File: src/hdl/assert_macros.svh
// Assertion macros shared by the hasher modules.
`ifndef ASSERT_MACROS_SVH
`define ASSERT_MACROS_SVH

// Checks that an expression holds at every clock edge outside reset.
`define SHA_ASSERT_ALWAYS(label, clk, rst_n, expr, msg) \
	label: assert property (@(posedge clk) disable iff (!rst_n) (expr)) else $error(msg);

// Checks that a consequent holds in the cycle after its antecedent.
`define SHA_ASSERT_NEXT(label, clk, rst_n, ante, cons, msg) \
	label: assert property (@(posedge clk) disable iff (!rst_n) (ante) |=> (cons)) \
		else $error(msg);

`endif

File: src/hdl/sha256_pkg.sv
// Types, constants and round functions of the SHA-256 stream hasher.
package sha256_pkg;

	typedef struct packed {
		logic       kind;
		logic [7:0] data_byte;
	} req_t;

	typedef struct packed {
		logic [31:0] digest_word;
		logic [2:0]  word_index;
		logic        last;
	} res_t;

	localparam logic KIND_APPEND = 1'b0;
	localparam logic KIND_FINISH = 1'b1;

	typedef enum logic [2:0] {
		ST_IDLE,
		ST_PAD80,
		ST_PADZ,
		ST_PADLEN,
		ST_ROUND,
		ST_UPDATE,
		ST_EMIT
	} state_t;

	typedef enum logic [1:0] {
		BYTE_DATA,
		BYTE_PAD,
		BYTE_ZERO,
		BYTE_LEN
	} byte_sel_t;

	typedef struct packed {
		logic      shift_byte;
		byte_sel_t byte_sel;
		logic      count_byte;
		logic      latch_len;
		logic      start_comp;
		logic      do_round;
		logic      update_hash;
		logic      emit_word;
	} cmd_t;

	typedef struct packed {
		logic [5:0] fill;
		logic       round_last;
		logic       emit_last;
		logic       emit_free;
	} sts_t;

	localparam logic [7:0] PAD_BYTE  = 8'h80;
	localparam logic [5:0] LEN_FILL  = 6'd56;
	localparam logic [5:0] LAST_FILL = 6'd63;
	localparam logic [5:0] LAST_ROUND = 6'd63;
	localparam logic [2:0] LAST_WORD = 3'd7;

	localparam logic [31:0] INIT_HASH [8] = '{
		32'h6a09e667, 32'hbb67ae85, 32'h3c6ef372, 32'ha54ff53a,
		32'h510e527f, 32'h9b05688c, 32'h1f83d9ab, 32'h5be0cd19
	};

	localparam logic [31:0] ROUND_K [64] = '{
		32'h428a2f98, 32'h71374491, 32'hb5c0fbcf, 32'he9b5dba5,
		32'h3956c25b, 32'h59f111f1, 32'h923f82a4, 32'hab1c5ed5,
		32'hd807aa98, 32'h12835b01, 32'h243185be, 32'h550c7dc3,
		32'h72be5d74, 32'h80deb1fe, 32'h9bdc06a7, 32'hc19bf174,
		32'he49b69c1, 32'hefbe4786, 32'h0fc19dc6, 32'h240ca1cc,
		32'h2de92c6f, 32'h4a7484aa, 32'h5cb0a9dc, 32'h76f988da,
		32'h983e5152, 32'ha831c66d, 32'hb00327c8, 32'hbf597fc7,
		32'hc6e00bf3, 32'hd5a79147, 32'h06ca6351, 32'h14292967,
		32'h27b70a85, 32'h2e1b2138, 32'h4d2c6dfc, 32'h53380d13,
		32'h650a7354, 32'h766a0abb, 32'h81c2c92e, 32'h92722c85,
		32'ha2bfe8a1, 32'ha81a664b, 32'hc24b8b70, 32'hc76c51a3,
		32'hd192e819, 32'hd6990624, 32'hf40e3585, 32'h106aa070,
		32'h19a4c116, 32'h1e376c08, 32'h2748774c, 32'h34b0bcb5,
		32'h391c0cb3, 32'h4ed8aa4a, 32'h5b9cca4f, 32'h682e6ff3,
		32'h748f82ee, 32'h78a5636f, 32'h84c87814, 32'h8cc70208,
		32'h90befffa, 32'ha4506ceb, 32'hbef9a3f7, 32'hc67178f2
	};

	function automatic logic [31:0] big_sigma0(input logic [31:0] x);
		return {x[1:0], x[31:2]} ^ {x[12:0], x[31:13]} ^ {x[21:0], x[31:22]};
	endfunction

	function automatic logic [31:0] big_sigma1(input logic [31:0] x);
		return {x[5:0], x[31:6]} ^ {x[10:0], x[31:11]} ^ {x[24:0], x[31:25]};
	endfunction

	function automatic logic [31:0] small_sigma0(input logic [31:0] x);
		return {x[6:0], x[31:7]} ^ {x[17:0], x[31:18]} ^ {3'b000, x[31:3]};
	endfunction

	function automatic logic [31:0] small_sigma1(input logic [31:0] x);
		return {x[16:0], x[31:17]} ^ {x[18:0], x[31:19]} ^ {10'b0, x[31:10]};
	endfunction

endpackage

File: src/hdl/sha256_stream_hasher_core.sv
// Top level of the SHA-256 stream hasher.
// Usage: each request on req carries kind and data_byte. kind 0 appends one
// message byte; kind 1 finishes the message and yields the digest as eight
// results on res, word 0 (most significant) first, last set on word 7.
// An append request is taken whenever req_ready is high, which is only in
// the idle state. The request that completes a 64-byte block starts one
// compression: 64 rounds, one per cycle, then an update step that folds
// the result into the hash; req_ready stays low until the update is done.
// A finish request inserts padding one byte per cycle outside compressions,
// with a step that shifts no byte before the eight length bytes, runs one
// compression when fewer than 56 bytes are pending and two otherwise, then
// loads one digest word per cycle into the output register as res_ready allows.
// Requests are not taken while a compression runs, so loading bytes and
// running rounds never overlap.
// A new request may be taken while the last digest word still waits on res.
// When the receiver holds res_ready low, the output register keeps its word
// and digest loading pauses.
// After reset the hash holds the standard initial values, the block is empty
// and the bit count is zero; the same holds after each digest.
module sha256_stream_hasher_core (
	input  logic               clk,
	input  logic               arst_n,
	input  logic               req_valid,
	output logic               req_ready,
	input  sha256_pkg::req_t   req,
	output logic               res_valid,
	input  logic               res_ready,
	output sha256_pkg::res_t   res
);

	sha256_pkg::cmd_t cmd;
	sha256_pkg::sts_t sts;

	sha256_ctrl u_ctrl (
		.clk       (clk),
		.arst_n    (arst_n),
		.req_valid (req_valid),
		.req_ready (req_ready),
		.req_kind  (req.kind),
		.sts       (sts),
		.cmd       (cmd)
	);

	sha256_dp u_dp (
		.clk       (clk),
		.arst_n    (arst_n),
		.data_byte (req.data_byte),
		.cmd       (cmd),
		.sts       (sts),
		.res_valid (res_valid),
		.res_ready (res_ready),
		.res       (res)
	);

endmodule

File: src/hdl/sha256_ctrl.sv
// Controller state machine of the SHA-256 stream hasher.
`include "assert_macros.svh"

module sha256_ctrl (
	input  logic               clk,
	input  logic               arst_n,
	input  logic               req_valid,
	output logic               req_ready,
	input  logic               req_kind,
	input  sha256_pkg::sts_t   sts,
	output sha256_pkg::cmd_t   cmd
);

	sha256_pkg::state_t state_q, state_nxt;
	sha256_pkg::state_t ret_q, ret_nxt;

	always_ff @(posedge clk or negedge arst_n) begin
		if (!arst_n) begin
			state_q <= sha256_pkg::ST_IDLE;
			ret_q   <= sha256_pkg::ST_IDLE;
		end else begin
			state_q <= state_nxt;
			if (cmd.start_comp) begin
				ret_q <= ret_nxt;
			end
		end
	end

	always_comb begin
		state_nxt = state_q;
		ret_nxt   = ret_q;
		unique case (state_q)
			sha256_pkg::ST_IDLE: begin
				if (req_valid) begin
					if (req_kind == sha256_pkg::KIND_APPEND) begin
						if (sts.fill == sha256_pkg::LAST_FILL) begin
							state_nxt = sha256_pkg::ST_ROUND;
							ret_nxt   = sha256_pkg::ST_IDLE;
						end
					end else begin
						state_nxt = sha256_pkg::ST_PAD80;
					end
				end
			end
			sha256_pkg::ST_PAD80: begin
				state_nxt = sha256_pkg::ST_PADZ;
				if (sts.fill == sha256_pkg::LAST_FILL) begin
					state_nxt = sha256_pkg::ST_ROUND;
					ret_nxt   = sha256_pkg::ST_PADZ;
				end
			end
			sha256_pkg::ST_PADZ: begin
				if (sts.fill == sha256_pkg::LEN_FILL) begin
					state_nxt = sha256_pkg::ST_PADLEN;
				end else if (sts.fill == sha256_pkg::LAST_FILL) begin
					state_nxt = sha256_pkg::ST_ROUND;
					ret_nxt   = sha256_pkg::ST_PADZ;
				end
			end
			sha256_pkg::ST_PADLEN: begin
				if (sts.fill == sha256_pkg::LAST_FILL) begin
					state_nxt = sha256_pkg::ST_ROUND;
					ret_nxt   = sha256_pkg::ST_EMIT;
				end
			end
			sha256_pkg::ST_ROUND: begin
				if (sts.round_last) begin
					state_nxt = sha256_pkg::ST_UPDATE;
				end
			end
			sha256_pkg::ST_UPDATE: begin
				state_nxt = ret_q;
			end
			sha256_pkg::ST_EMIT: begin
				if (sts.emit_free && sts.emit_last) begin
					state_nxt = sha256_pkg::ST_IDLE;
				end
			end
			default: begin
				state_nxt = sha256_pkg::ST_IDLE;
			end
		endcase
	end

	always_comb begin
		req_ready = 1'b0;
		cmd       = '0;
		cmd.byte_sel = sha256_pkg::BYTE_DATA;
		unique case (state_q)
			sha256_pkg::ST_IDLE: begin
				req_ready = 1'b1;
				if (req_valid) begin
					if (req_kind == sha256_pkg::KIND_APPEND) begin
						cmd.shift_byte = 1'b1;
						cmd.count_byte = 1'b1;
						cmd.start_comp = (sts.fill == sha256_pkg::LAST_FILL);
					end else begin
						cmd.latch_len = 1'b1;
					end
				end
			end
			sha256_pkg::ST_PAD80: begin
				cmd.shift_byte = 1'b1;
				cmd.byte_sel   = sha256_pkg::BYTE_PAD;
				cmd.start_comp = (sts.fill == sha256_pkg::LAST_FILL);
			end
			sha256_pkg::ST_PADZ: begin
				if (sts.fill != sha256_pkg::LEN_FILL) begin
					cmd.shift_byte = 1'b1;
					cmd.byte_sel   = sha256_pkg::BYTE_ZERO;
					cmd.start_comp = (sts.fill == sha256_pkg::LAST_FILL);
				end
			end
			sha256_pkg::ST_PADLEN: begin
				cmd.shift_byte = 1'b1;
				cmd.byte_sel   = sha256_pkg::BYTE_LEN;
				cmd.start_comp = (sts.fill == sha256_pkg::LAST_FILL);
			end
			sha256_pkg::ST_ROUND: begin
				cmd.do_round = 1'b1;
			end
			sha256_pkg::ST_UPDATE: begin
				cmd.update_hash = 1'b1;
			end
			sha256_pkg::ST_EMIT: begin
				cmd.emit_word = sts.emit_free;
			end
			default: begin
				req_ready = 1'b0;
			end
		endcase
	end

	// The length bytes always end a block, so the last one starts a compression.
	`SHA_ASSERT_NEXT(a_len_starts_comp, clk, arst_n,
		(state_q == sha256_pkg::ST_PADLEN && sts.fill == sha256_pkg::LAST_FILL),
		(state_q == sha256_pkg::ST_ROUND), "length byte did not start compression")
	`SHA_ASSERT_NEXT(a_round_to_update, clk, arst_n,
		(state_q == sha256_pkg::ST_ROUND && sts.round_last),
		(state_q == sha256_pkg::ST_UPDATE), "last round not followed by update")
	`SHA_ASSERT_ALWAYS(a_ready_idle, clk, arst_n,
		(!req_ready || state_q == sha256_pkg::ST_IDLE), "request taken outside idle")

endmodule

File: src/hdl/sha256_dp.sv
// Datapath of the SHA-256 stream hasher: block shifter, rounds, hash and result.
`include "assert_macros.svh"

module sha256_dp (
	input  logic               clk,
	input  logic               arst_n,
	input  logic [7:0]         data_byte,
	input  sha256_pkg::cmd_t   cmd,
	output sha256_pkg::sts_t   sts,
	output logic               res_valid,
	input  logic               res_ready,
	output sha256_pkg::res_t   res
);

	logic [511:0]      blk_q;
	logic [7:0][31:0]  var_q;
	logic [7:0][31:0]  hash_q;
	logic [63:0]       bits_q;
	logic [63:0]       len_q;
	logic [5:0]        fill_q;
	logic [5:0]        round_q;
	logic [2:0]        idx_q;
	logic              res_valid_q;
	sha256_pkg::res_t  res_q;

	logic [7:0]  byte_in;
	logic [31:0] w0, w1, w9, w14, w_new;
	logic [31:0] t1, t2, ch, maj;

	always_comb begin
		case (cmd.byte_sel)
			sha256_pkg::BYTE_DATA: byte_in = data_byte;
			sha256_pkg::BYTE_PAD:  byte_in = sha256_pkg::PAD_BYTE;
			sha256_pkg::BYTE_LEN:  byte_in = len_q[63:56];
			default:               byte_in = 8'h00;
		endcase
	end

	// The block register doubles as the 16-word message schedule window.
	assign w0  = blk_q[511:480];
	assign w1  = blk_q[479:448];
	assign w9  = blk_q[223:192];
	assign w14 = blk_q[63:32];
	assign w_new = sha256_pkg::small_sigma1(w14) + w9 + sha256_pkg::small_sigma0(w1) + w0;

	// var_q[7] is a, var_q[0] is h.
	assign ch  = (var_q[3] & var_q[2]) ^ (~var_q[3] & var_q[1]);
	assign maj = (var_q[7] & var_q[6]) ^ (var_q[7] & var_q[5]) ^ (var_q[6] & var_q[5]);
	assign t1  = var_q[0] + sha256_pkg::big_sigma1(var_q[3]) + ch +
		sha256_pkg::ROUND_K[round_q] + w0;
	assign t2  = sha256_pkg::big_sigma0(var_q[7]) + maj;

	always_ff @(posedge clk) begin
		if (cmd.shift_byte) begin
			blk_q <= {blk_q[503:0], byte_in};
		end else if (cmd.do_round) begin
			blk_q <= {blk_q[479:0], w_new};
		end
		if (cmd.latch_len) begin
			len_q <= bits_q;
		end else if (cmd.shift_byte && cmd.byte_sel == sha256_pkg::BYTE_LEN) begin
			len_q <= {len_q[55:0], 8'h00};
		end
		if (cmd.start_comp) begin
			for (int i = 0; i < 8; i++) begin
				var_q[7 - i] <= hash_q[7 - i];
			end
		end else if (cmd.do_round) begin
			var_q <= {t1 + t2, var_q[7:5], var_q[4] + t1, var_q[3:1]};
		end
		if (cmd.emit_word) begin
			res_q.digest_word <= hash_q[3'(sha256_pkg::LAST_WORD - idx_q)];
			res_q.word_index  <= idx_q;
			res_q.last        <= (idx_q == sha256_pkg::LAST_WORD);
		end
	end

	// hash_q[7] holds the first digest word.
	always_ff @(posedge clk or negedge arst_n) begin
		if (!arst_n) begin
			for (int i = 0; i < 8; i++) begin
				hash_q[7 - i] <= sha256_pkg::INIT_HASH[i];
			end
			bits_q      <= '0;
			fill_q      <= '0;
			round_q     <= '0;
			idx_q       <= '0;
			res_valid_q <= 1'b0;
		end else begin
			if (cmd.shift_byte) begin
				fill_q <= fill_q + 6'd1;
			end
			if (cmd.latch_len) begin
				bits_q <= '0;
			end else if (cmd.count_byte) begin
				bits_q <= bits_q + 64'd8;
			end
			if (cmd.start_comp) begin
				round_q <= '0;
			end else if (cmd.do_round) begin
				round_q <= round_q + 6'd1;
			end
			if (cmd.update_hash) begin
				for (int i = 0; i < 8; i++) begin
					hash_q[i] <= hash_q[i] + var_q[i];
				end
			end else if (cmd.emit_word && idx_q == sha256_pkg::LAST_WORD) begin
				for (int i = 0; i < 8; i++) begin
					hash_q[7 - i] <= sha256_pkg::INIT_HASH[i];
				end
			end
			if (cmd.emit_word) begin
				idx_q       <= idx_q + 3'd1;
				res_valid_q <= 1'b1;
			end else if (res_ready) begin
				res_valid_q <= 1'b0;
			end
		end
	end

	assign sts.fill       = fill_q;
	assign sts.round_last = (round_q == sha256_pkg::LAST_ROUND);
	assign sts.emit_last  = (idx_q == sha256_pkg::LAST_WORD);
	assign sts.emit_free  = !res_valid_q || res_ready;

	assign res_valid = res_valid_q;
	assign res       = res_q;

	// After the final digest word the chaining value is back at the initial hash.
	`SHA_ASSERT_NEXT(a_hash_reinit, clk, arst_n,
		(cmd.emit_word && idx_q == sha256_pkg::LAST_WORD),
		(hash_q[7] == sha256_pkg::INIT_HASH[0] && idx_q == 3'd0),
		"hash not reinitialized after digest")
	`SHA_ASSERT_ALWAYS(a_emit_block_full, clk, arst_n,
		(!cmd.emit_word || fill_q == 6'd0), "digest emitted with partial block")
	`SHA_ASSERT_NEXT(a_res_hold, clk, arst_n,
		(res_valid_q && !res_ready),
		(res_valid_q && $stable(res_q)), "result changed while stalled")

endmodule
File: config.mk
export PLATFORM = sky130hd
export DESIGN_NAME = sha256_stream_hasher_core
export DESIGN_NICKNAME = d
export VERILOG_FILES = /design/src/hdl/sha256_pkg.sv /design/src/hdl/sha256_stream_hasher_core.sv /design/src/hdl/sha256_ctrl.sv /design/src/hdl/sha256_dp.sv
export VERILOG_INCLUDE_DIRS = /design/src /design/src/hdl
export SDC_FILE = /design/constraint.sdc
export NUM_CORES = 2
export LEC_CHECK = 0
export BUFFER_PORTS_ARGS = -buffer_cell sky130_fd_sc_hd__buf_2
export CAP_MARGIN = 0
export CORE_UTILIZATION = 45
export DETAILED_ROUTE_END_ITERATION = 7
export PLACE_DENSITY_LB_ADDON = 0.15
export SYNTH_ARGS = -nofsm -noshare
export SYNTH_HDL_FRONTEND = slang
export SYNTH_SLANG_ARGS = --single-unit
File: constraint.sdc
create_clock -name clk -period 21.9 [get_ports clk]
set_input_delay 4.38 -clock clk [delete_from_list [all_inputs] [get_ports clk]]
set_output_delay 4.38 -clock clk [all_outputs]
set_load 0.03 [all_outputs]
---- Word-level counts from Yosys, hierarchy flattened ----
Memories as Yosys holds them, arrays and structs flattened.
Cells that the tools add are included.
cells by class
  muxes and demuxes ....................... 49
  bitwise gates (word level) .............. 18
  order comparisons ....................... 2
  eq/ne operators ......................... 20
  reductions and logical operators ........ 17
  $add $sub $neg .......................... 23
operators with widths
  kind                     count
  $mux W256                4
  $mux W512                2
  $add A32 B32 Y32         18
  $xor A32 B32 Y32         9
  $mux W64                 4
  $and A32 B32 Y32         5
  $bmux W32 S3             1
  $mux W32                 3
  $add A64 B4 Y64 const B  1
  $mux W3                  15
  $not A32 Y32             1
  $xor A32 B22 Y32         1
  $xor A32 B29 Y32         1
  $pmux W8 S3              1
  $pmux W3 S7              1
  $eq A6 B6 Y1 const B     3
  $add A6 B1 Y6 const B    2
  $eq A3 B3 Y1 const B     4
  $mux W6                  2
  $pmux W3 S4              1
  $reduce_bool A2 Y1       6
  $mux W1                  11
  $ne A2 B2 Y1 const B     4
  $ge A7 B7 Y1 const B     1
  22 further kinds         28
word-level totals
  input bits .............................. 13
  memories ................................ 1
  ROM bits ................................ 2048
  register bits ........................... 1210
  output and inout bits ................... 38
memory list
  memory            words  bits a word  rd ports  clocked after Yosys merged registers in  wr ports  RTL line         source
  (name not given)  64     32           1         0                                        0         sha256_dp.sv:50  sha256_pkg::ROUND_K[round_q] + w0;

---- Depth between registers and ports, before layout ----
  depth in word-level cells ............... 9
  depth in mapped cells ................... 38
  depth with buffers taken out ............ 36

---- Hierarchy ----
From an unflattened synthesis, not the netlist that was laid out.
unflattened totals
  cell total of the unflattened synthesis .. 7122
  area, all modules ....................... 79169.7 um^2
by module, submodules not included
  module       seq. area each (um^2)  area an instance (um^2)  times used  cells each
  sha256_dp    34478.1                78711.7                  1           7062
  sha256_ctrl  125.1                  457.9                    1           60

---- Least setup slack after synthesis ----
Ideal clock, no wire load.
  kind .................................... input port to flip-flop
  start ................................... input port req[8] in the netlist's numbering
  end ..................................... register u_dp.blk_q[0], enable pin
  stages .................................. 5
  slack ................................... 10.055 ns
  data required time ...................... 21.233 ns
  arrival ................................. 11.178 ns
  cells stage by stage .................... nor2_1 nand2_1 a21oi_1 clkbuf_1 or2_2
on the way
  cells in the longest elaborated chain, start to end .. 4
RTL lines
  item                                 RTL line                         source
  start: declaration                   sha256_stream_hasher_core.sv:25  input sha256_pkg::req_t req,
  $mux W1                              sha256_ctrl.sv:93                if (req_kind == sha256_pkg::KIND_APPEND) begin
  $mux W1                              sha256_ctrl.sv:92                if (req_valid) begin
  $pmux W1 S3                          sha256_ctrl.sv:89                unique case (state_q)
  $reduce_bool A2 Y1 (no source line)  --
  end signal: assignment               sha256_dp.sv:55                  blk_q <= {blk_q[503:0], byte_in};
  end signal: assignment               sha256_dp.sv:57                  blk_q <= {blk_q[479:0], w_new};
  end: declaration                     sha256_dp.sv:15                  logic [511:0] blk_q;
Every way passes these cells.
A chain may end at the register's enable or synchronous reset.

---- Final worst setup path ----
  start ................................... register u_dp.round_q[1]
  end ..................................... register u_dp.var_q[253] in the netlist's numbering, data pin
on the way
  cells in the longest elaborated chain, start to end .. 9
RTL lines
  item                                         RTL line          source
  start: declaration                           sha256_dp.sv:21   logic [5:0] round_q;
  start signal: assignment                     sha256_dp.sv:101  round_q <= round_q + 6'd1;
  $not A6 Y7 (implied by the code)             sha256_dp.sv:50
  $mem_v2 Z64 W32                              --
  $mux W32 (implied by the code) (2 in a row)  sha256_dp.sv:50
  $add A32 B32 Y32                             sha256_dp.sv:49   assign t1 = var_q[0] + sha256_pkg::big_sigma1(var_q[3]) + ch +
  $add A32 B32 Y32                             sha256_dp.sv:50
  $add A32 B32 Y32                             sha256_dp.sv:69   var_q <= {t1 + t2, var_q[7:5], var_q[4] + t1, var_q[3:1]};
  $mux W256                                    sha256_dp.sv:68   end else if (cmd.do_round) begin
  $mux W256                                    sha256_dp.sv:64   if (cmd.start_comp) begin
  end signal: indexed assignment               sha256_dp.sv:66   var_q[7 - i] <= hash_q[7 - i];
  end signal: assignment                       sha256_dp.sv:69
  end: declaration                             sha256_dp.sv:16   logic [7:0][31:0] var_q;
Every way passes these cells. The select of a mux whose other input is x is not followed.

==> flow_summary.yaml <==
sta:
  finalSetupViolCount: 0
  finClkSkew_ps: 38.7
  fin_crit_sh_pct: 48.0
  max_slew.worst_pin.slew_ps: 1150
  finalMaxSlewViolations: 0
  finalHoldViolCount: 0
  tns_ps: 0
  slew_headroom_pct: 22.3
  setup_ws_ps: 11400
  min_period_ps: 10500
  max_freq_mhz: 95.2
  rsz0062_at_grt: "no"
finish:
  area_delta_synth_final_pct: 8.33
  layout_common_cells: "2575 x nand2_1, 865 x edfxtp_1, 519 x a21oi_1, 454 x o21ai_0, 424 x nor2_1"
  layout-drive-gt1-share_pct: 7.89
  layout_commonest_cell: "nand2_1"
  fill_cells: 16400
  diodes: 0
  nets: 8968
grt:
  grt_pass1_wl_um: 390000
  antenna_found_initial: 15
  grt_overflow_total: 0
  grt_use_total_pct: 28.9
  grt_start_max_net_pins: 238
  grt_pass1_vias: 59600
logic_synthesis:
  syn_avg_cell_area_um2: 9.28
  yosysWarnings: 0
  muxShareOfSynthArea_pct: 3.40
  seq_area_frac_synth_pct: 43.5
  synth_fa_ha_area_share_pct: 11.5
  ys_ff_latch: 1203
  synth_compound_area_share_pct: 13.0
  synth-simple-area-share_pct: 18.8
  ys_types: 103
  synth-xor-area-share_pct: 6.34
  syn_area_um2: 79500
  synth_nets: 9173
  syn_inst: 8567
  ys_async_sr_fraction_pct: 28.1
  synth_top_family_by_area: "simple AND/OR/NAND/NOR gates"
  synth_top_flop_cell: "edfxtp_1"
  synth-edff-count: 865
clock_network:
  clkSinkCount: 1203
  hold_buffers: 0
  cts_tree: "built"
  cts_root_buffer: "clkbuf_16"
  cts_inserted_buffers: 141
  path_clk_slew_ps: 60
  clockBufferDepth: 3
  clk_latency_ps: 820
  post_cts_buffers: 0
  htree_levels: 4
  ctsResizeCount: 0
route:
  via_count: 62900
  drc_errors: 0
  ant_nets: 0
  vias_per_cell: 5.82
  first_iter_violations: 6654
  wire_per_inst_um: 24.2
  wirelength_um: 261000
  drt-pass1-iter-count: 5
die:
  ios: 51
  initial_core_util_pct: 45.5
  die-area_um2: 178000
  row_count: 153
  die_w_um: 422
  die-height_um: 422
  core_um2: 175000
worst_setup_path:
  worstPathArrival_ps: 11050
  critPathLaunchType: "flip-flop"
  cp_slowest_cell: "dfrtp_1"
  cp-end-kind: "flip-flop"
  crit_required_ps: 22450
  cpPeakStageDelay_ps: 830
  crit_type: "reg -> reg"
  worstPathMaxFanout: 21
place:
  preCtsSetupSlack_ps: 11630
  dp_hpwl_um: 191000
  routabilityCongestion: 0.995
  io_buffers: 50
flow_run:
  max_cap_violations: 0
hold_path:
  hold_class: "reg -> reg"
outcome:
  status: "finished clean"
## metrics by stage
step	cell area [um^2]	util, %	hold WS [ps]	cells
after floorplan	79500	-	435	8567
after global placement	81600	46.7	451	10500
after detailed placement	81600	46.7	461	10500
after CTS	86100	49.3	472	10800
after global routing	86100	49.3	491	10800
final	86100	49.3	470	10800
## registers in the layout, indices dropped and copies added (netlist names)
signal and cells:
u_dp.blk_q 512, u_dp.hash_q 256, u_dp.var_q 256, u_dp.bits_q 61, u_dp.len_q 61, u_dp.res 36
u_dp.fill_q 6, u_dp.round_q 6, u_ctrl.state_q 3, u_dp.idx_q 3, u_ctrl.ret_q 2, u_dp.res_valid 1
## worst paths after layout
check | startpoint | end | slack [ps] | depth (start not counted)
max in group asynchronous | arst_n | u_dp.bits_q[28] | 16290 | 3
min in group asynchronous | arst_n | u_dp.hash_q[139] | 3580 | 1
worst min-delay path | u_dp.fill_q[5] | u_dp.fill_q[5] | 470 | 1
worst min register to register | u_dp.fill_q[5] | u_dp.fill_q[5] | 470 | 1
worst max-delay path | u_dp.round_q[1] | u_dp.var_q[253] | 11400 | 34
worst max register to register | u_dp.round_q[1] | u_dp.var_q[253] | 11400 | 34
## synthesized netlist by cell type (all sizes together), types with 66 or more instances
cell type	number	area, um^2
xnor2	394	3450
edfxtp	865	26000
a21oi	520	2600
o21ai	459	2300
nand2	2581	9690
a21o	151	1130
xor2	179	1570
nand3	105	531
fa	195	3900
mux4	73	1640
nand2b	66	413
nor2	424	1590
dfstp	136	3570
ha	398	4980
clkbuf	419	1580
dfrtp	202	5050
inv	252	946
nor3	127	636
## logic make-up after synthesis
logic type | Yosys count
AND/OR/NAND/NOR | 3614
AO/OA/AOI/OAI | 1665
flip-flops | 1203
buffers and inverters | 724
adder cells (fa/ha/maj) | 616
XOR/XNOR | 574
multiplexers | 171
## per-layer routing
layer / up-vias / GRT usage, % / part of all wire (%)
li1: 29300 / - / -
met1: 31100 / 43.8 / 47
met2: 2142 / 42.5 / 43
met3: 328 / 4.31 / 7.0
met4: 2 / 8.64 / 3.0
met5: - / 0 / 0.0050
## area by class of cell
type / count / area (um^2) / share of cell area (%)
Multi-Input combinational cell: 6640 / 42300 / 49.0
Sequential cell: 1203 / 34600 / 40.2
Clock buffer: 187 / 3820 / 4.44
Tap cell: 2325 / 2910 / 3.38
Inverter: 253 / 950 / 1.10
Timing Repair Buffer: 123 / 858 / 0.996
Clock inverter: 68 / 737 / 0.855
## critical path: cells and delay by family (launching register included)
family | cells | cell delay, ps
simple gates | 4 | 820
fa+ha+maj | 7 | 3400
buf+inv | 4 | 900
xor+xnor | 1 | 210
flops | 1 | 830
compound gates | 18 | 4080
Power is not shown: default switching activity piles up to over one toggle a cycle in this logic, so the estimate is an artifact.
